File: src/rtl/scc_pkg.sv
// scc_pkg: shared types and constants of the column span clipper
// used by scc_front, scc_queue, scc_back and solid_column_span_clipper
// no dependencies
`timescale 1ns / 1ps
`default_nettype none

package scc_pkg;

    // column count bound and field widths
    localparam int MAX_COLUMNS_DEF = 128;
    localparam int COL_W           = 8;
    localparam int RUN_W           = 7;
    localparam int IN_DATA_W       = 24;
    localparam int OUT_DATA_W      = 16;

    // configuration port
    localparam int ADDR_W = 3;
    localparam int APB_W  = 32;
    localparam logic REG_ACTIVE_WIDTH = 1'b0;
    localparam logic [COL_W-1:0] ACTIVE_WIDTH_RST = 8'd128;

    // input command codes
    localparam logic CMD_CLEAR = 1'b0;
    localparam logic CMD_CLIP  = 1'b1;

    // command queue between front and back
    localparam int QUEUE_DEPTH = 2;
    localparam int QPTR_W      = 1;

    // classified operation carried through the queue
    typedef struct packed {
        logic is_clear;
        logic solid;
    } scc_op_t;

endpackage

`default_nettype wire

File: src/rtl/scc_front.sv
// scc_front: accepts input transactions and turns each into an operation and a column mask
// depends on scc_pkg
`timescale 1ns / 1ps
`default_nettype none

module scc_front
    import scc_pkg::*;
#(
    parameter int MAX_COLUMNS = MAX_COLUMNS_DEF
)
(
    input  wire logic                   s_tvalid,
    output logic                        s_tready,
    input  wire logic [IN_DATA_W-1:0]   s_tdata,
    input  wire logic [0:0]             s_tuser,
    input  wire logic [COL_W-1:0]       active_width,
    input  wire logic                   q_full,
    output logic                        push,
    output scc_op_t                     push_op,
    output logic [MAX_COLUMNS-1:0]      push_mask
);

    logic [COL_W-1:0] first_col;
    logic [COL_W-1:0] end_col;
    logic             solid_mark;
    logic             is_clear;

    // unpack payload
    assign first_col  = s_tdata[COL_W-1:0];
    assign end_col    = s_tdata[2*COL_W-1:COL_W];
    assign solid_mark = s_tdata[2*COL_W];
    assign is_clear   = (s_tuser[0] == CMD_CLEAR);

    // accept whenever the queue has room
    assign s_tready = !q_full;
    assign push     = s_tvalid && !q_full;

    // classify the transaction
    always_comb
    begin
        push_op.is_clear = is_clear;
        push_op.solid    = solid_mark && !is_clear;
    end

    // per-column mask: active width for a clear, span for a clip
    // columns lie below the saturation bound, so raw bounds compare the same
    always_comb
    begin
        for (int c = 0; c < MAX_COLUMNS; c++)
        begin
            if (is_clear)
                push_mask[c] = (COL_W'(c) < active_width);
            else
                push_mask[c] = (COL_W'(c) >= first_col) && (COL_W'(c) < end_col);
        end
    end

endmodule

`default_nettype wire

File: src/rtl/scc_queue.sv
// scc_queue: short first-in first-out queue of classified operations
// depends on scc_pkg
`timescale 1ns / 1ps
`default_nettype none

module scc_queue
    import scc_pkg::*;
#(
    parameter int WIDTH = 8
)
(
    input  wire logic             clk,
    input  wire logic             rst_n,
    input  wire logic             push,
    input  wire logic [WIDTH-1:0] push_data,
    input  wire logic             pop,
    output logic [WIDTH-1:0]      pop_data,
    output logic                  full,
    output logic                  not_empty
);

    localparam int CNT_W = $clog2(QUEUE_DEPTH + 1);

    logic [WIDTH-1:0]  entry_reg [QUEUE_DEPTH];
    logic [QPTR_W-1:0] wr_ptr_reg;
    logic [QPTR_W-1:0] wr_ptr_next;
    logic [QPTR_W-1:0] rd_ptr_reg;
    logic [QPTR_W-1:0] rd_ptr_next;
    logic [CNT_W-1:0]  count_reg;
    logic [CNT_W-1:0]  count_next;
    logic              do_push;
    logic              do_pop;

    assign full      = (count_reg == CNT_W'(QUEUE_DEPTH));
    assign not_empty = (count_reg != '0);
    assign do_push   = push && !full;
    assign do_pop    = pop && not_empty;
    assign pop_data  = entry_reg[rd_ptr_reg];

    // pointer and fill count
    always_comb
    begin
        wr_ptr_next = wr_ptr_reg;
        rd_ptr_next = rd_ptr_reg;
        count_next  = count_reg;
        if (do_push)
            wr_ptr_next = (wr_ptr_reg == QPTR_W'(QUEUE_DEPTH - 1)) ? '0 : wr_ptr_reg + 1'b1;
        if (do_pop)
            rd_ptr_next = (rd_ptr_reg == QPTR_W'(QUEUE_DEPTH - 1)) ? '0 : rd_ptr_reg + 1'b1;
        if (do_push && !do_pop)
            count_next = count_reg + 1'b1;
        else if (do_pop && !do_push)
            count_next = count_reg - 1'b1;
    end

    always_ff @(posedge clk or negedge rst_n)
    begin
        if (!rst_n)
        begin
            wr_ptr_reg <= '0;
            rd_ptr_reg <= '0;
            count_reg  <= '0;
        end
        else
        begin
            wr_ptr_reg <= wr_ptr_next;
            rd_ptr_reg <= rd_ptr_next;
            count_reg  <= count_next;
        end
    end

    // entry storage, no reset needed
    always_ff @(posedge clk)
    begin
        if (do_push)
            entry_reg[wr_ptr_reg] <= push_data;
    end

endmodule

`default_nettype wire

File: src/rtl/scc_back.sv
// scc_back: holds the column occlusion bits and emits one open run per unstalled cycle
// depends on scc_pkg
`timescale 1ns / 1ps
`default_nettype none

module scc_back
    import scc_pkg::*;
#(
    parameter int MAX_COLUMNS = MAX_COLUMNS_DEF
)
(
    input  wire logic                   clk,
    input  wire logic                   rst_n,
    input  wire logic                   q_not_empty,
    input  wire scc_op_t                q_op,
    input  wire logic [MAX_COLUMNS-1:0] q_mask,
    output logic                        q_pop,
    output logic                        m_tvalid,
    input  wire logic                   m_tready,
    output logic [RUN_W-1:0]            run_start,
    output logic [RUN_W-1:0]            run_end,
    output logic                        has_run,
    output logic                        last_item
);

    localparam int IW = $clog2(MAX_COLUMNS);

    typedef enum logic [1:0] {
        ST_IDLE = 2'b01,
        ST_RUN  = 2'b10
    } state_t;

    state_t                 state_reg;
    state_t                 state_next;
    logic [MAX_COLUMNS-1:0] occ_reg;
    logic [MAX_COLUMNS-1:0] occ_next;
    logic [MAX_COLUMNS-1:0] rem_reg;
    logic [MAX_COLUMNS-1:0] rem_next;
    logic                   solid_reg;
    logic                   solid_next;

    logic                   out_valid_reg;
    logic                   out_valid_next;
    logic [RUN_W-1:0]       out_start_reg;
    logic [RUN_W-1:0]       out_start_next;
    logic [RUN_W-1:0]       out_end_reg;
    logic [RUN_W-1:0]       out_end_next;
    logic                   out_has_reg;
    logic                   out_has_next;
    logic                   out_last_reg;
    logic                   out_last_next;

    logic                   emit_ok;
    logic [MAX_COLUMNS-1:0] low_bit;
    logic [MAX_COLUMNS-1:0] carry_sum;
    logic [MAX_COLUMNS-1:0] run_bits;
    logic [MAX_COLUMNS-1:0] rest_bits;
    logic [IW-1:0]          start_idx;
    logic [IW-1:0]          end_idx;

    // output register frees up when empty or being taken
    assign emit_ok = !out_valid_reg || m_tready;

    // isolate the lowest open run of the remaining span bits
    assign low_bit   = rem_reg & (~rem_reg + 1'b1);
    assign carry_sum = rem_reg + low_bit;
    assign run_bits  = rem_reg & ~carry_sum;
    assign rest_bits = rem_reg & carry_sum;

    // run start: lowest open column
    always_comb
    begin
        start_idx = '0;
        for (int c = MAX_COLUMNS - 1; c >= 0; c--)
        begin
            if (rem_reg[c])
                start_idx = IW'(c);
        end
    end

    // run end: highest column of the isolated run
    always_comb
    begin
        end_idx = '0;
        for (int c = 0; c < MAX_COLUMNS; c++)
        begin
            if (run_bits[c])
                end_idx = IW'(c);
        end
    end

    // sequencer: take an operation, then for a clip one run per cycle while the output is free
    always_comb
    begin
        state_next     = state_reg;
        occ_next       = occ_reg;
        rem_next       = rem_reg;
        solid_next     = solid_reg;
        q_pop          = 1'b0;
        out_valid_next = out_valid_reg && !m_tready;
        out_start_next = out_start_reg;
        out_end_next   = out_end_reg;
        out_has_next   = out_has_reg;
        out_last_next  = out_last_reg;
        case (state_reg)
            ST_IDLE:
            begin
                if (q_not_empty)
                begin
                    q_pop = 1'b1;
                    if (q_op.is_clear)
                        occ_next = occ_reg & ~q_mask;
                    else
                    begin
                        rem_next   = ~occ_reg & q_mask;
                        solid_next = q_op.solid;
                        state_next = ST_RUN;
                    end
                end
            end
            ST_RUN:
            begin
                if (emit_ok)
                begin
                    out_valid_next = 1'b1;
                    out_has_next   = (rem_reg != '0);
                    out_start_next = (rem_reg != '0) ? RUN_W'(start_idx) : '0;
                    out_end_next   = (rem_reg != '0) ? RUN_W'(end_idx) : '0;
                    out_last_next  = (rest_bits == '0);
                    rem_next       = rest_bits;
                    if (solid_reg)
                        occ_next = occ_reg | run_bits;
                    if (rest_bits == '0)
                        state_next = ST_IDLE;
                end
            end
            default:
            begin
                state_next = ST_IDLE;
            end
        endcase
    end

    // control state
    always_ff @(posedge clk or negedge rst_n)
    begin
        if (!rst_n)
        begin
            state_reg     <= ST_IDLE;
            occ_reg       <= '0;
            out_valid_reg <= 1'b0;
        end
        else
        begin
            state_reg     <= state_next;
            occ_reg       <= occ_next;
            out_valid_reg <= out_valid_next;
        end
    end

    // payload registers
    always_ff @(posedge clk)
    begin
        rem_reg       <= rem_next;
        solid_reg     <= solid_next;
        out_start_reg <= out_start_next;
        out_end_reg   <= out_end_next;
        out_has_reg   <= out_has_next;
        out_last_reg  <= out_last_next;
    end

    assign m_tvalid  = out_valid_reg;
    assign run_start = out_start_reg;
    assign run_end   = out_end_reg;
    assign has_run   = out_has_reg;
    assign last_item = out_last_reg;

    // an empty finish always closes the transaction
    a_empty_is_last: assert property (@(posedge clk) disable iff (!rst_n)
        (out_valid_reg && !out_has_reg) |-> out_last_reg)
        else $error("empty result without last flag");

    // a reported run is never reversed
    a_run_ordered: assert property (@(posedge clk) disable iff (!rst_n)
        (out_valid_reg && out_has_reg) |-> (out_start_reg <= out_end_reg))
        else $error("run start above run end");

    // a run that is not the last keeps the sequencer busy
    a_more_runs: assert property (@(posedge clk) disable iff (!rst_n)
        (state_reg == ST_RUN && emit_ok && rest_bits != '0) |=> (state_reg == ST_RUN))
        else $error("sequencer left with runs pending");

    // a solid clip closes the columns it reported
    a_solid_closes: assert property (@(posedge clk) disable iff (!rst_n)
        (state_reg == ST_RUN && emit_ok && solid_reg)
            |=> ((occ_reg & $past(run_bits)) == $past(run_bits)))
        else $error("solid run left open");

endmodule

`default_nettype wire

File: src/rtl/solid_column_span_clipper.sv
// solid_column_span_clipper: top level, configuration register and wiring of front, queue, back
// depends on scc_pkg, scc_front, scc_queue, scc_back
//
// channel   direction  handshake                 payload
// s_*       in         s_tvalid / s_tready       s_tuser: command; s_tdata: first_col, end_col, solid_mark
// m_*       out        m_tvalid / m_tready       m_tuser: has_run; m_tdata: run_start, run_end; m_tlast
// apb       in         psel, penable, pready     paddr, pwdata, prdata: active_width at byte 0
//
// a clear is applied in the back end as it is popped; a clip first loads its span
// and then emits one open run per cycle while the output is free, or a single empty finish
// the back end finds one run per unstalled cycle with a carry-isolate and two priority encoders
// a two-entry command queue lets the input side keep accepting while runs drain
// reset opens every column and sets active_width to 128; no clearing pass is needed
// a stalled output holds the back end, which fills the queue and then drops s_tready
`timescale 1ns / 1ps
`default_nettype none

module solid_column_span_clipper
    import scc_pkg::*;
#(
    parameter int MAX_COLUMNS = MAX_COLUMNS_DEF
)
(
    input  wire logic                  clk,
    input  wire logic                  rst_n,
    // input stream
    input  wire logic                  s_tvalid,
    output logic                       s_tready,
    input  wire logic [IN_DATA_W-1:0]  s_tdata,   // first_col[7:0], end_col[15:8], solid_mark[16]
    input  wire logic [0:0]            s_tuser,   // command[0]
    // result stream
    output logic                       m_tvalid,
    input  wire logic                  m_tready,
    output logic [OUT_DATA_W-1:0]      m_tdata,   // run_start[6:0], run_end[13:7]
    output logic [0:0]                 m_tuser,   // has_run[0]
    output logic                       m_tlast,
    // configuration port
    input  wire logic                  psel,
    input  wire logic                  penable,
    input  wire logic                  pwrite,
    input  wire logic [ADDR_W-1:0]     paddr,
    input  wire logic [APB_W-1:0]      pwdata,
    output logic [APB_W-1:0]           prdata,
    output logic                       pready
);

    localparam int Q_W = $bits(scc_op_t) + MAX_COLUMNS;

    logic [COL_W-1:0]       active_width_reg;
    logic [COL_W-1:0]       active_width_next;
    logic                   cfg_write;
    logic                   q_full;
    logic                   q_not_empty;
    logic                   push;
    logic                   pop;
    scc_op_t                push_op;
    logic [MAX_COLUMNS-1:0] push_mask;
    logic [Q_W-1:0]         pop_data;
    scc_op_t                pop_op;
    logic [MAX_COLUMNS-1:0] pop_mask;
    logic [RUN_W-1:0]       run_start;
    logic [RUN_W-1:0]       run_end;
    logic                   has_run;
    logic                   last_item;

    // configuration register
    assign pready    = 1'b1;
    assign cfg_write = psel && penable && pwrite && pready
                       && (paddr[ADDR_W-1] == REG_ACTIVE_WIDTH);

    always_comb
    begin
        active_width_next = active_width_reg;
        if (cfg_write)
            active_width_next = pwdata[COL_W-1:0];
    end

    always_ff @(posedge clk or negedge rst_n)
    begin
        if (!rst_n)
            active_width_reg <= ACTIVE_WIDTH_RST;
        else
            active_width_reg <= active_width_next;
    end

    // read back
    always_comb
    begin
        prdata = '0;
        if (paddr[ADDR_W-1] == REG_ACTIVE_WIDTH)
            prdata = {{(APB_W-COL_W){1'b0}}, active_width_reg};
    end

    // front: accept and classify
    scc_front #(
        .MAX_COLUMNS (MAX_COLUMNS)
    ) u_front (
        .s_tvalid     (s_tvalid),
        .s_tready     (s_tready),
        .s_tdata      (s_tdata),
        .s_tuser      (s_tuser),
        .active_width (active_width_reg),
        .q_full       (q_full),
        .push         (push),
        .push_op      (push_op),
        .push_mask    (push_mask)
    );

    // command queue
    scc_queue #(
        .WIDTH (Q_W)
    ) u_queue (
        .clk       (clk),
        .rst_n     (rst_n),
        .push      (push),
        .push_data ({push_op, push_mask}),
        .pop       (pop),
        .pop_data  (pop_data),
        .full      (q_full),
        .not_empty (q_not_empty)
    );

    assign pop_op   = pop_data[Q_W-1:MAX_COLUMNS];
    assign pop_mask = pop_data[MAX_COLUMNS-1:0];

    // back: column bits and run emission
    scc_back #(
        .MAX_COLUMNS (MAX_COLUMNS)
    ) u_back (
        .clk         (clk),
        .rst_n       (rst_n),
        .q_not_empty (q_not_empty),
        .q_op        (pop_op),
        .q_mask      (pop_mask),
        .q_pop       (pop),
        .m_tvalid    (m_tvalid),
        .m_tready    (m_tready),
        .run_start   (run_start),
        .run_end     (run_end),
        .has_run     (has_run),
        .last_item   (last_item)
    );

    // pack result transaction
    assign m_tdata = {{(OUT_DATA_W-2*RUN_W){1'b0}}, run_end, run_start};
    assign m_tuser = has_run;
    assign m_tlast = last_item;

endmodule

`default_nettype wire
File: config.mk
export PLATFORM = sky130hd
export DESIGN_NAME = solid_column_span_clipper
export DESIGN_NICKNAME = d
export VERILOG_FILES = /design/src/rtl/scc_pkg.sv /design/src/rtl/scc_front.sv /design/src/rtl/scc_queue.sv /design/src/rtl/scc_back.sv /design/src/rtl/solid_column_span_clipper.sv
export SDC_FILE = /design/constraint.sdc
export NUM_CORES = 2
export LEC_CHECK = 0
export BUFFER_PORTS_ARGS = -buffer_cell sky130_fd_sc_hd__buf_2
export CAP_MARGIN = 25
export CELL_PAD_IN_SITES_DETAIL_PLACEMENT = 1
export CELL_PAD_IN_SITES_GLOBAL_PLACEMENT = 2
export CORE_MARGIN = 4
export CORE_UTILIZATION = 36
export CTS_BUF_LIST = sky130_fd_sc_hd__clkbuf_16
export DETAILED_ROUTE_END_ITERATION = 8
export GPL_ROUTABILITY_DRIVEN = 1
export PLACE_DENSITY = 0.82
export REMOVE_ABC_BUFFERS = 1
export SYNTH_ARGS = -nofsm -noshare
export SYNTH_HDL_FRONTEND = slang
export SYNTH_SLANG_ARGS = --single-unit
File: constraint.sdc
create_clock -name clk -period 7.07 [get_ports clk]
set_clock_uncertainty 0.2 [all_clocks]
set_input_delay 0.3535 -clock clk [delete_from_list [all_inputs] [get_ports clk]]
set_output_delay 0.3535 -clock clk [all_outputs]
set_load 0.02 [all_outputs]
* Word-level counts from Yosys, hierarchy flattened *
Memories as Yosys holds them, arrays and structs flattened.
Index checks and enable logic that the tools add are counted.

storage, ports and cells
  register bits = 288
  memory bits (writable) = 260
  output and inout bits = 53
  word-level logic and storage cells = 1001
  memories kept = 1

cells by class
  add/sub/neg operators = 6
  $lt $le $gt $ge = 384
  eq/ne operators = 9
  mux-type cells = 407
  bitwise logic cells = 14
  reductions and logical operators = 161

memories
  name               words  bits a word  read ports  clocked after Yosys merged registers in  wr ports  RTL line         RTL
  u_queue.entry_reg  2      130          1           0                                        1         scc_queue.sv:24  logic [WIDTH-1:0] entry_reg [QUEUE_DEPTH];

operator list
  operator                                                    count
  less-than comparator 7 x 8 -> 1 bit (first input constant)  128
  2-to-1 mux 128 bit                                          7
  2-to-1 mux 7 bit                                            128
  AND 128 bit                                                 5
  >= comparator 7 x 8 -> 1 bit (first input constant)         64
  less-than comparator 6 x 8 -> 1 bit (first input constant)  64
  inverter 128 bit                                            4
  case mux 128 bit (2 select lines)                           2
  2-to-1 mux 6 bit                                            64
  >= comparator 6 x 8 -> 1 bit (first input constant)         32
  less-than comparator 5 x 8 -> 1 bit (first input constant)  32
  2-to-1 mux 5 bit                                            32
  logical AND 1 bit                                           138
  2-to-1 mux 1 bit                                            138
  adder 128 x 1 -> 128 bit (second input constant)            1
  adder 128 bit                                               1
  >= comparator 5 x 8 -> 1 bit (first input constant)         16
  zero test 128 bit                                           1
  less-than comparator 4 x 8 -> 1 bit (first input constant)  16
  bitwise OR 128 bit                                          1
  nonzero test 128 bit                                        1
  OR reduction 65 bit                                         1
  >= comparator 4 x 8 -> 1 bit (first input constant)         8
  less-than comparator 3 x 8 -> 1 bit (first input constant)  8
  31 further kinds                                            89

* Depth between registers and ports, before layout *
  depth after elaboration = 133
  depth in mapped cells = 24

* By module *
Synthesis repeated with hierarchy kept, for this count alone.

second synthesis, totals
  cell total of the unflattened synthesis = 4128
  area total of the unflattened synthesis = 36986.7 um^2

by module, submodules not included
  module                     instances  cells an instance  area an instance (um^2)
  scc_back                   1          2976               22694.3
  scc_queue                  1          424                9954.5
  scc_front                  1          674                3742.3
  solid_column_span_clipper  1          54                 595.6

* Worst setup path after synthesis *
Ideal clock, no wire load.

  path kind = reg2reg
  start point = reg u_back.state_reg[0]
  end point = reg u_back.rem_reg[0] (enable)
  data arrival time = 6.454 ns
  required time = 6.254 ns
  slack = -0.200 ns
  cell stages (with the launch flop) = 7
  buffers on the path = 0
  period minus slack after synthesis = 7.270 ns
  path through = dfstp_2 -> inv_1 -> ha_1 -> inv_1 -> o2bb2a_1 -> nand2_1 -> nor2_1

between the ends
  word-level cells in the longest chain between the ends = 3
  elaborated cells between the ends (all ways) = 7
  classes of those cells = eq/ne: 5; reduce/logical: 2

ends and longest elaborated chain
  what                                                                        RTL line         RTL
  from (decl)                                                                 scc_back.sv:33   state_t state_reg;
  from (signal assigned)                                                      scc_back.sv:155  state_reg <= state_next;
  equality test 2 bit / equality test 2 x 1 -> 1 bit (equally long branches)  scc_back.sv:105  case (state_reg)
  != test 2 x 1 -> 1 bit (no line), or another cell as far along              -
  AND reduction 4 bit (no line) (*)                                           -
  to (signal assigned)                                                        scc_back.sv:164  rem_reg <= rem_next;
  to (decl)                                                                   scc_back.sv:37   logic [MAX_COLUMNS-1:0] rem_reg;

Every way passes the cells marked *; elsewhere a longest branch is shown, timed or not.
A chain may end at the register's enable or synchronous reset.

* Worst setup path after layout *
  start point = reg u_back.rem_reg[1]
  end point = reg u_back.state_reg[1]

between the ends
  word-level cells in the longest chain between the ends = 8

ends and longest elaborated chain
  what                                  RTL line         RTL
  inverter 128 bit                      scc_back.sv:65   assign low_bit = rem_reg & (~rem_reg + 1'b1);
  adder 128 x 1 -> 128 bit              scc_back.sv:65
  AND 128 bit                           scc_back.sv:65
  adder 128 bit                         scc_back.sv:66   assign carry_sum = rem_reg + low_bit;
  AND 128 bit (*)                       scc_back.sv:68   assign rest_bits = rem_reg & carry_sum;
  zero test 128 bit (*)                 scc_back.sv:133  if (rest_bits == '0)
  != test 2 x 1 -> 1 bit (no line) (*)  -
  AND reduction 4 bit (no line) (*)     -

Marked as above.

==> summary.txt <==
R2R cell count: 21
Num CTS Buffers: 58
Rows: 115
NetSw: 7.89 mW
Post-DP HPWL: 121000 microns
clock buffer depth: 3
maxcap violations: 0
CTS tree: built
Initial Utilization: 36.4%
HP Class: input pin to async pin
H-tree levels: 2
P&R area growth vs syn: 17.9%
CTS clk-pin slew, worst paths: 0.07 ns
global route overflow: 0
# DRC: 0
metal3 WL: 11700 microns
fmax: 0.140 GHz
Chip Height: 324 microns
DR vias/cell: 6.30
CP Class: flop to flop
share of layout cells above drive strength 1: 16.7%
Synth area leader: edfxtp_1
crit share post-route: 101%
final wirelength: 162000 microns
Arrival @ worst endpoint: 7.47 ns
Rel. slew slack: 19.7%
placeable core area: 0.0989 sq mm
Die Wd: 324 microns
worst-path fanout max: 6
CP endpoint kind: flop
worst slew pin tran: 1.20 ns
largest net degree at the start of global routing: 91
number of enable flip-flop cells after synthesis: 405
Int Power: 8.95 mW
largest cells by area after synthesis: edfxtp_1 (34%), dfrtp_1 (9.8%), o21ai_0 (7.7%)
GPL Wtd Cong: 0.956
outcome: finished with violations
crit path time final: 7.16 ns
Cell Pwr Density: 397 mW/mm^2
Tot Pwr: 16.8 mW
setup ws final: -0.0906 ns
CTS sink cnt: 548
Hold Fails Final Rpt: 0
Setup Viol. Count Final: 2
Critical Path RT: 7.38 ns
fin. max-slew vios: 0
register bit count reported by yosys: 548
Initial DRC Count: 4346
register share of total power: 32.4%
worst skew pair latency: 0.64 ns
Routed WL per cell: 27.7 microns
vias in the first global route: 37.1k
Port Buffers: 59
post-synthesis sequential area ratio: 43.7%
combinational share of power: 49.7%
Pleak: 16.4 nW
most frequent cells in the layout: o21ai_0 (555), buf_4 (471), nor2_1 (432)
RSZ-0062 raised after global routing: yes
clock network power share: 17.9%
commonest non-fill, non-tap cell in the layout: o21ai_0
DRT Pass-1 Iters: 5
ANT nets after route: 0
Worst Setup Start Kind: flop
Synth cell types: 103
worst slack, placed: -0.180 ns
syn avg cell area: 8.57 sq um
vias post-DR: 36.8k
Synth Warn #: 0
CP most frequent cell: nand4_1
setup TNS: -0.116 ns
DRT met1 WL: 71200 microns
Slowest-stage cell, CP: or4_4
Top Metal Used: met5
crit-path cells: or4_4 > nor4_4 > buf_6 > nand3_4 > or2_4 > buf_4 > nor3_1 > a21oi_1 > buf_12 > nor4_1 > nand4_1 > nor4_4 > buf_4 > nand4_1 > nor3_2 > nand4_1 > or4_1 > or4_4 > or4_1 > o22a_1 > mux2_4
global-route usage over all layers: 29.5%
routed wl met2: 72600 microns
VDD IR-drop max: 632 uV
dominant synthesized flop cell: edfxtp_1
post-synth top area share: 33.8%
clock root buffer: clkbuf_16
antenna violations before repair: 4
Top-Level Pins: 120
Cell Area, Synth: 0.0360 sq mm
global-route wire length before repair: 241000 microns
Die ar.: 0.105 sq mm
crit-path max cell delay: 0.62 ns
max FFs per register: 260
failing checks: setup timing
switch share: 46.9%
async set-or-reset flop fraction in the synthesized netlist: 26.1%
nets@finish: 4575
synthesized instance count: 4204
[worst paths after layout]
check | from | to | slack [ns]
min reg2reg | u_back.occ_reg[83] | u_back.occ_reg[83] | 0.32
max in group asynchronous | rst_n | u_back.occ_reg[44] | 5.45
max | u_back.rem_reg[1] | u_back.state_reg[1] | -0.09
max reg2reg | u_back.rem_reg[1] | u_back.state_reg[1] | -0.09
min in group clk | s_tdata[7] | u_queue.entry_reg[1][89] | 0.05
min | rst_n | u_back.occ_reg[122] | 0.04
[power groups by stage]
stage / logic [mW] / clock network [mW] / registers (mW)
floorplan: 3.82 / 0 / 6.11
global placement: 8.06 / 0 / 5.44
detailed placement: 8.13 / 0 / 5.51
CTS: 8.19 / 3.05 / 5.45
global route: 8.92 / 3.21 / 5.56
finish: 8.37 / 3.02 / 5.46
[final cells by class]
| cell class | instances | area [sq um] |
|---|---|---|
| repair buffers | 553 | 4110 |
| fillers | 11500 | 56400 |
| flip-flops and latches | 548 | 15700 |
| clock buffers | 58 | 1450 |
| well taps | 1287 | 1610 |
| inverters | 103 | 389 |
| diodes | 1 | 2.50 |
| clock inverters | 52 | 399 |
| multi-input cells | 3241 | 18800 |
[worst max-delay path: cells and delay by family (launching register included)]
kind,cells,cell delay (ns)
simple gates,14,4.95
buf+inv,4,0.71
compound gates,2,0.48
flops,1,0.39
mux,1,0.30
[cells by family after synthesis]
kind of cell | count (synthesis) | share of synthesized area [%]
simple gates | 1611 | 22.1
compound gates | 1454 | 24.9
flops | 548 | 43.7
buf+inv | 440 | 5.02
mux | 141 | 3.97
xor+xnor | 5 | 0.122
fa+ha+maj | 3 | 0.104
other cells | 2 | 0.0208
[cells in the mapped netlist, drive strengths merged (28+ instances only)]
library cell / n
or4: 48
o211ai: 36
clkbuf: 269
and3: 53
nor2: 436
nand2b: 28
edfxtp: 405
a21oi: 258
nor3: 99
nor2b: 33
o21ai: 569
buf: 68
nand2: 404
dfrtp: 141
a31oi: 56
inv: 102
o31ai: 92
mux2i: 129
and2: 35
o21a: 28
or3: 96
a21o: 30
nor4: 85
nand3: 145
o22ai: 126
nand4: 69
or2: 32
[metrics by stage]
stage               cells  hold WS (ns)  instance area (sq um)  util (%)
floorplan            3892        -0.142                  34700         -
global placement     5710         0.125                  40300      40.8
detailed placement   5714         0.129                  40300      40.8
CTS                  5837        0.0197                  42300      42.8
global route         5843        0.0295                  42500      43.0
finish               5843        0.0354                  42500      43.0
[layer usage]
| metal | up-vias | track usage (%) |
|---|---|---|
| met5 | - | 0 |
| met3 | 273 | 4.06 |
| met4 | 2 | 10.2 |
| met2 | 1488 | 46.4 |
| met1 | 18600 | 41.9 |
| li1 | 16500 | - |
[repair_timing]
item	CTS	global route
setup buffers	1	2
hold buffers	12	0
endpoints found under the hold margin	56	0
endpoints found under the setup margin	2	9
gates resized for setup	7	25
pin swaps	0	2
Note: power is estimated with default switching activity, not from simulation.
